===== config.mk =====
export PLATFORM = sky130hd
export DESIGN_NAME = thx_ram
export DESIGN_NICKNAME = d
export VERILOG_FILES = /design/src/sv/thx_ram.sv
export SDC_FILE = /design/constraint.sdc
export NUM_CORES = 1
export LEC_CHECK = 0
export ABC_AREA = 1
export BUFFER_PORTS_ARGS = -buffer_cell sky130_fd_sc_hd__buf_2
export CAP_MARGIN = 5
export CORE_ASPECT_RATIO = 1.1
export CORE_MARGIN = 2
export CORE_UTILIZATION = 25
export CTS_CLUSTER_SIZE = 10
export DETAILED_ROUTE_END_ITERATION = 16
export PLACE_DENSITY = 0.47
export RECOVER_POWER = 50
export SYNTH_ARGS = -nofsm -noshare
export SYNTH_HDL_FRONTEND = slang
export SYNTH_SLANG_ARGS = --single-unit

===== constraint.sdc =====
create_clock -name i_clk -period 8.45 [get_ports i_clk]
set_clock_uncertainty 0.2 [all_clocks]
set_input_delay 2.1125 -clock i_clk [delete_from_list [all_inputs] [get_ports i_clk]]
set_output_delay 2.1125 -clock i_clk [all_outputs]
set_load 0.05 [all_outputs]

===== src/sv/thx_ram.sv =====
// Generic single-write, single-read RAM with registered read data.
module thx_ram #(
    parameter int Width = 32,
    parameter int Depth = 32
) (
    input  logic                     i_clk,
    input  logic                     i_we,
    input  logic [$clog2(Depth)-1:0] i_waddr,
    input  logic [Width-1:0]         i_wdata,
    input  logic [$clog2(Depth)-1:0] i_raddr,
    output logic [Width-1:0]         o_rdata
);

    logic [Width-1:0] r_mem [Depth];
    logic [Width-1:0] r_rdata;

    always_ff @(posedge i_clk) begin
        if (i_we) begin
            r_mem[i_waddr] <= i_wdata;
        end
        r_rdata <= r_mem[i_raddr];
    end

    assign o_rdata = r_rdata;

endmodule


==> summary.txt <==
GRT
  • Gr ovfl total: 0
  • Number of global-route vias before repair: 25.75k
  • Initial antenna violation count: 15
  • First-pass GRT wire length: about 190,000 um
  • Largest net degree at the start of global routing: 244
  • All-Layer GR Usage: 14.72%

Critical path
  • CP max stage delay: 920 ps
  • Worst Path Buf+Inv: 3
  • Most used cell, CP: nand2_1
  • Critical-path cell list: buf_8 -> buf_4 -> buf_4 -> nand3_1 -> nand3_1 -> nand2_1 -> nand2_1 -> nand2_1 -> nand2_1 -> nand2_1
  • Crit path DAT: 5080 ps
  • WP data required: 8850 ps
  • Crit path kind: input pin to flip-flop
  • Crit path capture type: flip-flop
  • Top delay family on crit path: buffers and inverters
  • Startpoint types: input pin
  • Crit-path max FO: 73
  • Slowest cell on the critical path: buf_4

Routing
  • Vias: between 20k and 30k
  • Post-route ant nets: 0
  • Drt wl/cell: 21.92 um
  • Number of DRC markers in iteration 0: 2,021
  • Routed WL: around 130,000 um
  • Vias per cell: between 4 and 5
  • First drt pass iteration count: 5
  • Residual DRC: 0

Logic synthesis
  • Post-Syn Area: 42,410 sq um
  • Synth cell types: 14
  • Avg Cell Area, Syn: 11.99 sq um
  • Post-synthesis cell count: 3,536
  • Sequential area share after synthesis: 74.02%
  • Ys Warns: 0
  • Yosys reg bits: approximately 1.1k
  • Mapped Nets: 3,580

Final layout
  • Commonest cells after routing, fill and taps aside: nand2_1 (1,440), edfxtp_1 (1,024), nand3_1 (780)
  • Finished Layout Cells: 5,887
  • Most common cell after layout, fill and taps aside: nand2_1
  • Fin area: between 40,000 and 50,000 sq um
  • Synthesis-to-layout area growth: 13.11%
  • Fin util: 28.44%
  • Share of cells above drive strength 1: 6.747%
  • Nets: 3,608
  • Fillers: 17.21k

Run
  • Max cap viols: 0

Timing
  • Max Clk Rate: 213.7 MHz
  • Fin. max-slew vios: 0
  • Max_slew headroom: 1.374%
  • Tmin final: approximately 4700 ps
  • Slew of the pin with the lowest slew margin: about 1500 ps
  • Setup TNS: 0 ps
  • Hold Worst Slack: 544.8 ps
  • Final Hold Viols: 0
  • RSZ-0062 raised after global routing: false
  • Final Cycle Share: 55.38%
  • Final setup fails: 0
  • Setup WS post-layout: 3770 ps

Power
  • VDD IR-drop max: 0.0001523 V
  • LEAKAGE: ~17 nW
  • Total Power: 11.18 mW
  • PD cells: ~230 nW/um^2

CTS
  • CTS Buf Count: 117
  • H-tree levels: 3
  • CTS-repair resized insts: 0
  • CTS tree: built
  • Max clock buf depth: 3
  • Clock Sink Count: roughly 1.1k
  • CTS Hold Buffers Added: 0
  • CTS root buf: clkbuf_16
  • Clock Latency Late Sink: 710 ps
  • Reg clk slew, reported paths: 50 ps
  • # Post-CTS Setup Buffers: 0

Place
  • DP Area: 44,760 sq um
  • RePlAce Congestion: ~0.7
  • Post-Place Setup Slack: 2974 ps
  • Dpl cells: 5,685
  • Post-DP HPWL: 60,440 um
  • PortBufs: 75

Floorplanning
  • Row Count: 158
  • Initial Utilization: 25.15%
  • Die H: 436.0 um
  • Die width: 396.7 um
  • I/O pins: 76
  • CORE AREA: 168,600 sq um
  • Total die area: 172,900 sq um

Min path
  • HP Class: flip-flop to flip-flop

Outcome
  • Outcome: finished, final reports clean
==> routing by layer <==
metal	wire, um	global-route usage (%)	vias up
li1	-	-	12379
met1	55540	18.84	13306
met2	65060	25.76	607
met3	5906	2.268	163
met4	2451	3.845	14
met5	86	0	-
==> registers in the layout, summed over array words and instances (netlist names) <==
signal   cells
r_mem     1024
o_rdata     32
==> final timing paths <==
kind / cells past startpoint / start / to / slack, ps
min: 8 / r_mem[10][28] / o_rdata[28] / 540
max reg2reg: 8 / r_mem[29][17] / o_rdata[17] / 6950
min reg2reg: 8 / r_mem[10][28] / o_rdata[28] / 540
max: 10 / i_raddr[1] / o_rdata[28] / 3770
==> final cells by class <==
class | instances | area, sq um | share of cell area, %
inverters | 10 | 67.56 | 0.1409
clock buffers | 195 | 3251 | 6.777
well taps | 2240 | 2803 | 5.843
multi-input cells | 2252 | 9602 | 20.02
clock inverters | 6 | 61.31 | 0.1278
repair buffers | 127 | 789.5 | 1.646
diodes | 1 | 2.502 | 0.005217
flip-flops and latches | 1056 | 31390 | 65.44
==> cells in the mapped netlist, drive strengths merged <==
| library cell | instances | area, sq um |
|---|---|---|
| nand3 | 780 | 3904 |
| dfxtp | 32 | 640.6 |
| nor2 | 32 | 120.1 |
| clkbuf | 24 | 90.09 |
| nand2 | 1440 | 5405 |
| buf | 194 | 1451 |
| inv | 10 | 45.05 |
| edfxtp | 1024 | 30750 |
==> report_power, final <==
part           internal, mW  switching [mW]
registers              5.83          0.0301
logic                 0.158           0.550
clock network          2.61            2.01
total                  8.59            2.59
==> worst min-delay path, cell delays in order (launching register included) <==
cell and delay, ps:
edfxtp_1 320, nand2_1 50, nand3_1 50, nand3_1 60, nand2_1 60, nand2_1 40
nand2_1 50, nand2_1 40, nand2_1 40
==> cells by family (layout without fill, tap and decap cells) <==
| family | after synthesis | in the layout | share of synthesized area (%) |
|---|---|---|---|
| buf+inv | 228 | 338 | 3.741 |
| flops | 1056 | 1056 | 74.02 |
| other cells | 0 | 1 | 0 |
| simple gates | 2252 | 2252 | 22.24 |
Note: power is estimated with default switching activity, not from simulation.
